[src/design/gbn_pkg.sv]
package gbn_pkg;

    localparam int PAYLOAD_BYTES = 20;
    localparam int PAYLOAD_W     = 8 * PAYLOAD_BYTES;
    localparam int MAX_RESEND    = 64;
    localparam int PSUM_W        = 13;

    typedef enum logic [1:0] {
        CMD_MSG  = 2'd0,
        CMD_ACK  = 2'd1,
        CMD_TMO  = 2'd2,
        CMD_NONE = 2'd3
    } cmd_t;

    typedef enum logic [1:0] {
        TIMER_NONE  = 2'd0,
        TIMER_START = 2'd1,
        TIMER_STOP  = 2'd2
    } timer_t;

    // controller to datapath
    typedef struct packed {
        logic   in_ready;
        logic   mod_a;
        logic   mod_b;
        logic   mod_tail;
        logic   ram_we;
        logic   ram_re;
        logic   sum_in;
        logic   sum_ram;
        logic   tail_inc;
        logic   seq_load_next;
        logic   seq_load_base;
        logic   cnt_load;
        logic   emit;
        logic   e_pkt;
        logic   e_dropped;
        logic   e_ack;
        timer_t timer;
        logic   last;
        logic   next_inc;
        logic   seq_step;
    } gbn_cmd_t;

    // datapath to controller
    typedef struct packed {
        logic in_fire;
        cmd_t cmd;
        logic full;
        logic win_open;
        logic n_pos;
        logic eq_bn;
        logic first;
        logic cnt_last;
        logic out_free;
    } gbn_stat_t;

    // sum of the payload bytes, each read as a signed byte, as an adder tree
    function automatic logic signed [PSUM_W-1:0] sbyte_sum(input logic [PAYLOAD_W-1:0] p);
        logic signed [PSUM_W-1:0] t [PAYLOAD_BYTES];
        for (int i = 0; i < PAYLOAD_BYTES; i++)
        begin
            t[i] = signed'({{(PSUM_W-8){p[8*i+7]}}, p[8*i +: 8]});
        end
        for (int w = 1; w < PAYLOAD_BYTES; w = w * 2)
        begin
            for (int i = 0; i + w < PAYLOAD_BYTES; i = i + 2 * w)
            begin
                t[i] = t[i] + t[i + w];
            end
        end
        return t[0];
    endfunction

endpackage

[src/design/gbn_ctrl.sv]
module gbn_ctrl
    import gbn_pkg::*;
(
    input  logic      clk,
    input  logic      rst_n,
    input  gbn_stat_t stat,
    output gbn_cmd_t  ctl
);
    typedef enum logic [13:0] {
        S_IDLE   = 14'b00000000000001,
        S_DECODE = 14'b00000000000010,
        S_W_MA   = 14'b00000000000100,
        S_W_MB   = 14'b00000000001000,
        S_W_WR   = 14'b00000000010000,
        S_S_MA   = 14'b00000000100000,
        S_S_MB   = 14'b00000001000000,
        S_S_RD   = 14'b00000010000000,
        S_S_SUM  = 14'b00000100000000,
        S_E_PKT  = 14'b00001000000000,
        S_E_ZERO = 14'b00010000000000,
        S_E_DROP = 14'b00100000000000,
        S_E_TMO  = 14'b01000000000000,
        S_E_ACK  = 14'b10000000000000
    } state_t;

    state_t state_reg;
    state_t state_next;

    // state register
    always_ff @(posedge clk or negedge rst_n)
    begin
        if (!rst_n)
        begin
            state_reg <= S_IDLE;
        end
        else
        begin
            state_reg <= state_next;
        end
    end

    // next state and commands
    always_comb
    begin
        state_next = state_reg;
        ctl        = '0;
        unique case (state_reg)
            S_IDLE:
            begin
                ctl.in_ready = 1'b1;
                if (stat.in_fire)
                begin
                    state_next = S_DECODE;
                end
            end
            S_DECODE:
            begin
                unique case (stat.cmd)
                    CMD_MSG:  state_next = stat.full ? S_E_DROP : S_W_MA;
                    CMD_ACK:
                    begin
                        ctl.sum_in = 1'b1;
                        state_next = S_E_ACK;
                    end
                    CMD_TMO:
                    begin
                        if (stat.n_pos)
                        begin
                            ctl.cnt_load      = 1'b1;
                            ctl.seq_load_base = 1'b1;
                            state_next        = S_S_MA;
                        end
                        else
                        begin
                            state_next = S_E_TMO;
                        end
                    end
                    CMD_NONE: state_next = S_E_ZERO;
                endcase
            end
            S_W_MA:
            begin
                ctl.mod_a    = 1'b1;
                ctl.mod_tail = 1'b1;
                state_next   = S_W_MB;
            end
            S_W_MB:
            begin
                ctl.mod_b    = 1'b1;
                ctl.mod_tail = 1'b1;
                state_next   = S_W_WR;
            end
            S_W_WR:
            begin
                ctl.ram_we        = 1'b1;
                ctl.tail_inc      = 1'b1;
                ctl.seq_load_next = 1'b1;
                state_next        = stat.win_open ? S_S_MA : S_E_ZERO;
            end
            S_S_MA:
            begin
                ctl.mod_a  = 1'b1;
                state_next = S_S_MB;
            end
            S_S_MB:
            begin
                ctl.mod_b  = 1'b1;
                state_next = S_S_RD;
            end
            S_S_RD:
            begin
                ctl.ram_re = 1'b1;
                state_next = S_S_SUM;
            end
            S_S_SUM:
            begin
                ctl.sum_ram = 1'b1;
                state_next  = S_E_PKT;
            end
            S_E_PKT:
            begin
                if (stat.out_free)
                begin
                    ctl.emit  = 1'b1;
                    ctl.e_pkt = 1'b1;
                    if (stat.cmd == CMD_MSG)
                    begin
                        ctl.timer    = stat.eq_bn ? TIMER_START : TIMER_NONE;
                        ctl.last     = 1'b1;
                        ctl.next_inc = 1'b1;
                        state_next   = S_IDLE;
                    end
                    else
                    begin
                        ctl.timer    = stat.first ? TIMER_START : TIMER_NONE;
                        ctl.last     = stat.cnt_last;
                        ctl.seq_step = 1'b1;
                        state_next   = stat.cnt_last ? S_IDLE : S_S_MA;
                    end
                end
            end
            S_E_ZERO, S_E_DROP, S_E_TMO, S_E_ACK:
            begin
                if (stat.out_free)
                begin
                    ctl.emit      = 1'b1;
                    ctl.last      = 1'b1;
                    ctl.e_dropped = (state_reg == S_E_DROP);
                    ctl.e_ack     = (state_reg == S_E_ACK);
                    ctl.timer     = (state_reg == S_E_TMO) ? TIMER_START : TIMER_NONE;
                    state_next    = S_IDLE;
                end
            end
            default: state_next = S_IDLE;
        endcase
    end

`ifndef NO_ASSERTIONS
    // input is taken only in idle
    a_ready_idle: assert property (@(posedge clk) disable iff (!rst_n)
        ctl.in_ready |-> state_reg == S_IDLE)
        else $error("ready outside idle");

    // an accepted item is always decoded next
    a_fire_decode: assert property (@(posedge clk) disable iff (!rst_n)
        stat.in_fire && ctl.in_ready |=> state_reg == S_DECODE)
        else $error("accepted item not decoded");

    // a ring read is always followed by the checksum step
    a_read_sum: assert property (@(posedge clk) disable iff (!rst_n)
        ctl.ram_re |=> ctl.sum_ram)
        else $error("read data not summed");
`endif
endmodule

[config.mk]
export PLATFORM = sky130hd
export DESIGN_NAME = gbn_ctrl
export DESIGN_NICKNAME = d
export VERILOG_FILES = /design/src/design/gbn_pkg.sv /design/src/design/gbn_ctrl.sv
export SDC_FILE = /design/constraint.sdc
export NUM_CORES = 1
export LEC_CHECK = 0
export BUFFER_PORTS_ARGS = -buffer_cell sky130_fd_sc_hd__buf_2
export CORE_UTILIZATION = 55
export DETAILED_ROUTE_END_ITERATION = 12
export MAX_ROUTING_LAYER = met4
export PLACE_DENSITY = 0.95
export SKIP_LAST_GASP = 1
export SLEW_MARGIN = 20
export SYNTH_ARGS = -nofsm -noshare
export SYNTH_HDL_FRONTEND = slang
export SYNTH_SLANG_ARGS = --single-unit
[constraint.sdc]
create_clock -name clk -period 3.5 [get_ports clk]
set_input_delay 0.175 -clock clk [delete_from_list [all_inputs] [get_ports clk]]
set_output_delay 0.175 -clock clk [all_outputs]
set_load 0.05 [all_outputs]
==> results.sh, run 1 <==
export IMPL_status="completed"
export IMPL_drive_above_1_share=0.3421
export IMPL_wl_met3_um=97
export IMPL_finalPower_uw=656.7
export IMPL_worst_r2r_setup_slack_ps=1440
export IMPL_yosysSeqAreaShare=0.2986
export IMPL_hold_class="in2reg"
export IMPL_grt_overflow=0
export IMPL_worstHoldStart="stat[6]"
export IMPL_numPortBuffers=31
export IMPL_netlist_area_leader_share=0.2763
export IMPL_critPathArrivalTime_ps=2490
export IMPL_postCtsSetupBuffers=0
export IMPL_post_dp_hpwl_um=2035
export IMPL_critPathKind="reg2out"
export IMPL_cts_tree="done"
export IMPL_fin_tns_setup_ps=0
export IMPL_ir_drop_mv=0.2833
export IMPL_num_vias=1069
export IMPL_m1WireLength_um=1146
export IMPL_rsz0062_at_grt="false"
export IMPL_period_needed_ps=2660
export IMPL_yosys_most_used_dff="dfrtp_1"
export IMPL_nets=165
export IMPL_routed_wl_um=2633
export IMPL_cts_clk_slew_worst_paths_ps=80
export IMPL_synth_area_per_cell_um2=8.920
export IMPL_top_layer_used="met4"
export IMPL_cts_sinks=14
export IMPL_cts_root_buffer="clkbuf_4"
export IMPL_required_ps=3320
export IMPL_slowest_stage="nor4_2"
export IMPL_synth_area_leader_cell="dfrtp_1"
export IMPL_clockBufferDepth=2
export IMPL_area_growth_synth_to_final_pct=11.37
export IMPL_syn_inst=132
export IMPL_fmax_mhz=375.9
export IMPL_antenna_found_initial=0
export IMPL_cts_buffers=3
export IMPL_wl_met2_um=1370
export IMPL_postRouteAntennaNets=0
export IMPL_gp_congestion=0.8705
export IMPL_synthArstFlopShare=1.000
export IMPL_synth_area_um2=1177
export IMPL_synth_edf_count=0
export IMPL_yosysUniqueCellTypes=54
export IMPL_syn_nets=144
export IMPL_grt_max_degree=17
export IMPL_dieArea_um2=2330
export IMPL_hold_end="state_reg[2]"
export IMPL_viasPerCell=5.972
export IMPL_grt_pass1_vias=965
export IMPL_clock_latency_ps=280
export IMPL_antenna_cells=0
export IMPL_fp_row_count=16
export IMPL_whs_path_depth=2
export IMPL_hold_viol=0
export IMPL_die_w_um=48.27
export IMPL_path_cells="nor4_2 > nand2_1 > nor4b_2 > nand3_1 > inv_1 > buf_2"
export IMPL_tightest_slew_ps=522.4
export IMPL_grtUsageTotal=0.2642
export IMPL_final_setup_viol_count=0
export IMPL_htreeDepth=1
export IMPL_drtIter0Drc=12
export IMPL_crit_path_end_kind="output port"
export IMPL_fin_crit_sh=0.7601
export IMPL_fin_cells=179
export IMPL_powerDensity_nw_per_um2=500.8
export IMPL_dieHeight_um=48.27
export IMPL_cpPeakStageDelay_ps=500
export IMPL_floorplan_initialDensity=0.5941
export IMPL_io_pins=33
export IMPL_cp_start_kind="flip-flop"
export IMPL_synth_seq_cells=14
export IMPL_worstPathMaxFanout=8
export IMPL_post_cts_resized=0
export IMPL_worstRegToRegCells=5
export IMPL_p_leak_uw=0.0006607
export IMPL_wl_per_cell_um=14.71
export IMPL_grt_first_pass_wirelength_um=4188
export IMPL_synth_warnings=0
export IMPL_fin_skew_ps=0.8083
export IMPL_crit_family="simple AND/OR/NAND/NOR gates"
export IMPL_worstReg2RegEnd="state_reg[5]"
export IMPL_slew_violations=0
export IMPL_timing_critical_path_buf_inv=2
export IMPL_max_cap_violations=0
export IMPL_largest_reg_flops=14
export IMPL_core_um2=1982
export IMPL_r2r_start="state_reg[10]"
export IMPL_relSlewSlack=0.6518
export IMPL_drtPass1Iterations=4
export IMPL_drc_errors=0
export IMPL_synthTopCellsByArea="dfrtp_1, buf_4, nor2_1, nor4_1, or4_4"
export IMPL_placedCellCount=174
layout make-up:
class / count / area (um^2)
clock buffers: 4 / 36.28
fillers: 177 / 670.6
inverters: 7 / 26.28
multi-input cells: 95 / 698.2
flip-flops and latches: 14 / 351.6
well taps: 27 / 33.78
repair buffers: 32 / 165.2
routing by layer:
metal  global-route usage  up-vias
li1                     -      518
met1               0.3144      521
met2               0.4587       28
met3              0.03704        2
met4              0.07778        0
met5                    -        -
through the flow:
stage               setup WS [ps]    util  hold WS, ps  cell area, um^2
finish                      839.8  0.6616        64.21             1311
floorplan                   668.7       -       -120.6             1177
global placement             1219  0.6383        87.42             1265
detailed placement           1162  0.6383        89.77             1265
CTS                         836.7  0.6616        59.99             1311
global route                663.1  0.6616        75.22             1311
synth_stat cells (2+ instances only):
master    number
xor2_1         3
or4_4          3
or3_1          2
and3_2         2
buf_2          2
nor2b_1        2
and3_1         2
nor4_1         6
o21ai_0        6
buf_6          2
nand4_1        2
nand3_1        3
nor3_1         5
xnor2_1        3
o211ai_1       2
clkbuf_1       5
a21o_1         3
a32o_1         2
nand2_1        6
inv_1          7
buf_4          6
dfrtp_1       13
nor2_1        10
nor3b_1        4
and2_1         2
where the power goes:
part / switching (uW) / internal [uW] / total [uW]
Combinational: 196 / 130 / 326
Sequential: 31.7 / 182 / 214
Clock: 53.1 / 63.3 / 116
Total: 281 / 376 / 657
cell usage in the layout, fill, tap and decap left out, types with 2 or more instances in the layout:
master and instances:
and3_1 2, nor2_1 10, xnor2_1 3, or4_4 3, nor3_1 5, a32o_1 2
nand2_1 6, and2_1 2, and3_2 2, o211ai_1 2, nor2b_1 2, nor3b_1 4
a21o_1 3, xor2_1 3, o21ai_0 6, buf_2 31, nand3_1 3, nand4_1 2
or3_1 2, inv_1 7, nor4_1 6, dfrtp_1 13, clkbuf_4 3
worst max path at each step:
stage	start	to	slack, ps	cells after the start
5_1_grt	state_reg[10]	ctl[9]	660	6
3_3_place_gp	state_reg[10]	ctl[9]	1220	6
3_5_place_dp	state_reg[10]	ctl[10]	1160	6
2_1_floorplan	state_reg[2]	ctl[3]	670	5
4_1_cts	state_reg[10]	ctl[10]	840	6
6_report	state_reg[10]	ctl[10]	840	6
cell families after synthesis:
| family | count (synthesis) | share of synthesized area |
|---|---|---|
| AO/OA/AOI/OAI | 23 | 0.1583 |
| other | 1 | 0.003185 |
| flip-flops | 14 | 0.2986 |
| XOR/XNOR | 6 | 0.04464 |
| multiplexers | 1 | 0.008502 |
| buffers and inverters | 23 | 0.1084 |
| AND/OR/NAND/NOR | 64 | 0.3783 |
what timing repair did:
item / 4_1_cts / 5_1_grt
hold endpoints to repair: 13 / 0
hold buffers: 1 / 0
setup endpoints to repair: 0 / 0
(Power assumes the default switching activity.)
==> inputs of run 2 (changes only) <==
--- a/config.mk
+++ b/config.mk
@@ -6,10 +6,10 @@
 export NUM_CORES = 1
 export LEC_CHECK = 0
 export BUFFER_PORTS_ARGS = -buffer_cell sky130_fd_sc_hd__buf_2
-export CORE_UTILIZATION = 55
+export CORE_UTILIZATION = 46
 export DETAILED_ROUTE_END_ITERATION = 12
 export MAX_ROUTING_LAYER = met4
-export PLACE_DENSITY = 0.95
+export PLACE_DENSITY = 0.86
 export SKIP_LAST_GASP = 1
 export SLEW_MARGIN = 20
 export SYNTH_ARGS = -nofsm -noshare
==> constraint.sdc (replaced) <==
create_clock -name clk -period 2.3 [get_ports clk]
set_input_delay 0.115 -clock clk [delete_from_list [all_inputs] [get_ports clk]]
set_output_delay 0.115 -clock clk [all_outputs]
set_load 0.05 [all_outputs]
==> run 2 against run 1 <==
The flow now finishes with violations (setup timing). Clock power grew 61%. Utilization increased by 4.1 points. Cell count is 12% higher.
==> results.sh, run 2 (synthesis gave the netlist of run 1 again) <==
export IMPL_multi_input_comb_area_um2=789.5
export IMPL_register_area_um2=355.3
export IMPL_violations="setup timing"
export IMPL_cpPeakStageDelay_ps=580
export IMPL_fin_tns_setup_ps=-15.46
export IMPL_rsz0062_at_grt="true"
export IMPL_fp_row_count=17
export IMPL_gp_congestion=0.8428
export IMPL_powerDensity_nw_per_um2=740.8
export IMPL_grt_first_pass_wirelength_um=5064
export IMPL_mostFrequentLayoutCells="buf_4, buf_2, dfrtp_1"
export IMPL_period_needed_ps=2309
export IMPL_grt_max_degree=16
export IMPL_grtUsageTotal=0.2569
export IMPL_numPortBuffers=31
export IMPL_grt_overflow=0
export IMPL_cp_start_kind="flip-flop"
export IMPL_drc_errors=0
export IMPL_worstPathMaxFanout=4
export IMPL_area_growth_synth_to_final_pct=38.36
export IMPL_floorplan_initialDensity=0.5078
export IMPL_hold_viol=0
export IMPL_cts_sinks=14
export IMPL_max_cap_violations=0
export IMPL_critPathArrivalTime_ps=2190
export IMPL_core_um2=2318
export IMPL_critPathKind="reg2out"
export IMPL_p_leak_uw=0.0007791
export IMPL_hold_class="in2reg"
export IMPL_path_cells="or4_4 > buf_4 > nor4_4 > buf_4 > and3_2 > clkbuf_4"
export IMPL_clock_latency_ps=290
export IMPL_cts_tree="done"
export IMPL_dieArea_um2=2766
export IMPL_antenna_cells=0
export IMPL_ir_drop_mv=0.4601
export IMPL_cts_buffers=3
export IMPL_antenna_found_initial=0
export IMPL_largest_reg_flops=14
export IMPL_io_pins=33
export IMPL_finalWorstSetupSlack_ps=-9.264
export IMPL_grt_pass1_vias=1166
export IMPL_num_vias=1192
export IMPL_fin_skew_ps=6.961
export IMPL_die_w_um=52.59
export IMPL_post_dp_hpwl_um=2333
export IMPL_htreeDepth=1
export IMPL_cts_root_buffer="clkbuf_4"
export IMPL_required_ps=2180
export IMPL_final_setup_viol_count=4
export IMPL_slew_violations=0
export IMPL_cts_clk_slew_worst_paths_ps=100
export IMPL_fin_area_um2=1629
export IMPL_postRouteAntennaNets=0
export IMPL_crit_top_cell="buf_4"
export IMPL_drtIter0Drc=44
export IMPL_wl_per_cell_um=16.04
export IMPL_finalPower_uw=1207
export IMPL_slowest_stage="or4_4"
export IMPL_fmax_mhz=433.0
export IMPL_num_fill_cells=172
export IMPL_drtPass1Iterations=4
export IMPL_dpl_cell_area_um2=1383
export IMPL_nets=186
export IMPL_whs_ps=80.36
export IMPL_fin_crit_sh=1.004
export IMPL_drive_above_1_share=0.5029
export IMPL_crit_path_end_kind="output port"
export IMPL_routed_wl_um=3225
export IMPL_dieHeight_um=52.59
export IMPL_mostFrequentLayoutCell="buf_4"
export IMPL_viasPerCell=5.930
export IMPL_status="complete, but fails checks"
export IMPL_utilization=0.7026
export IMPL_clockBufferDepth=2
==> run 2: power breakdown <==
part	leakage (uW)	internal, uW	switching [uW]
clock network	0.0000210	96.4	91.1
logic	0.000572	317	378
registers	0.000186	278	45.2
total	0.000779	692	515
==> run 2: per-layer routing <==
layer / GRT usage / vias up / part of all wire
met2: 0.4620 / 44 / 0.56
li1: - / 557 / -
met1: 0.2855 / 587 / 0.38
met3: 0.04058 / 4 / 0.049
met5: - / - / 0
met4: 0.08772 / 0 / 0.0071
==> run 2: critical path: cells and delay by family (launching register included) <==
| family | cells | cell delay, ps |
|---|---|---|
| AND/OR/NAND/NOR | 3 | 940 |
| flip-flops | 1 | 410 |
| buffers and inverters | 3 | 560 |
==> run 2: what timing repair did <==
item | 4_1_cts | 5_1_grt
hold buffers | 2 | 0
hold endpoints to repair | 15 | 0
pin swaps | 1 | 7
setup endpoints to repair | 11 | 15
buffers inserted | 1 | 8
resized for setup | 5 | 33
==> run 2: layout make-up <==
type | instances | share of cell area
clock buffers | 4 | 0.02227
inverters | 7 | 0.01843
multi-input cells | 95 | 0.4846
flip-flops and latches | 14 | 0.2181
well taps | 28 | 0.02151
repair buffers | 53 | 0.2350
==> run 2: stage by stage <==
| step | setup WS (ps) | cells |
|---|---|---|
| after detailed placement | 254.2 | 186 |
| after global placement | 298.5 | 186 |
| after CTS | -56.87 | 193 |
| after floorplan | -379.9 | 132 |
| after global routing | -123.8 | 201 |
| final | -9.264 | 201 |
==> run 2: worst paths after layout <==
path / slack, ps / endpoint / cells past startpoint / startpoint
max in group asynchronous: 1770 / state_reg[0] / 2 / rst_n
worst min-delay path: 80 / state_reg[1] / 2 / stat[9]
worst min register to register: 600 / state_reg[10] / 1 / state_reg[10]
min in group asynchronous: 240 / state_reg[7] / 2 / rst_n
worst max register to register: 340 / state_reg[5] / 6 / state_reg[3]
worst max-delay path: -9 / ctl[15] / 6 / state_reg[3]
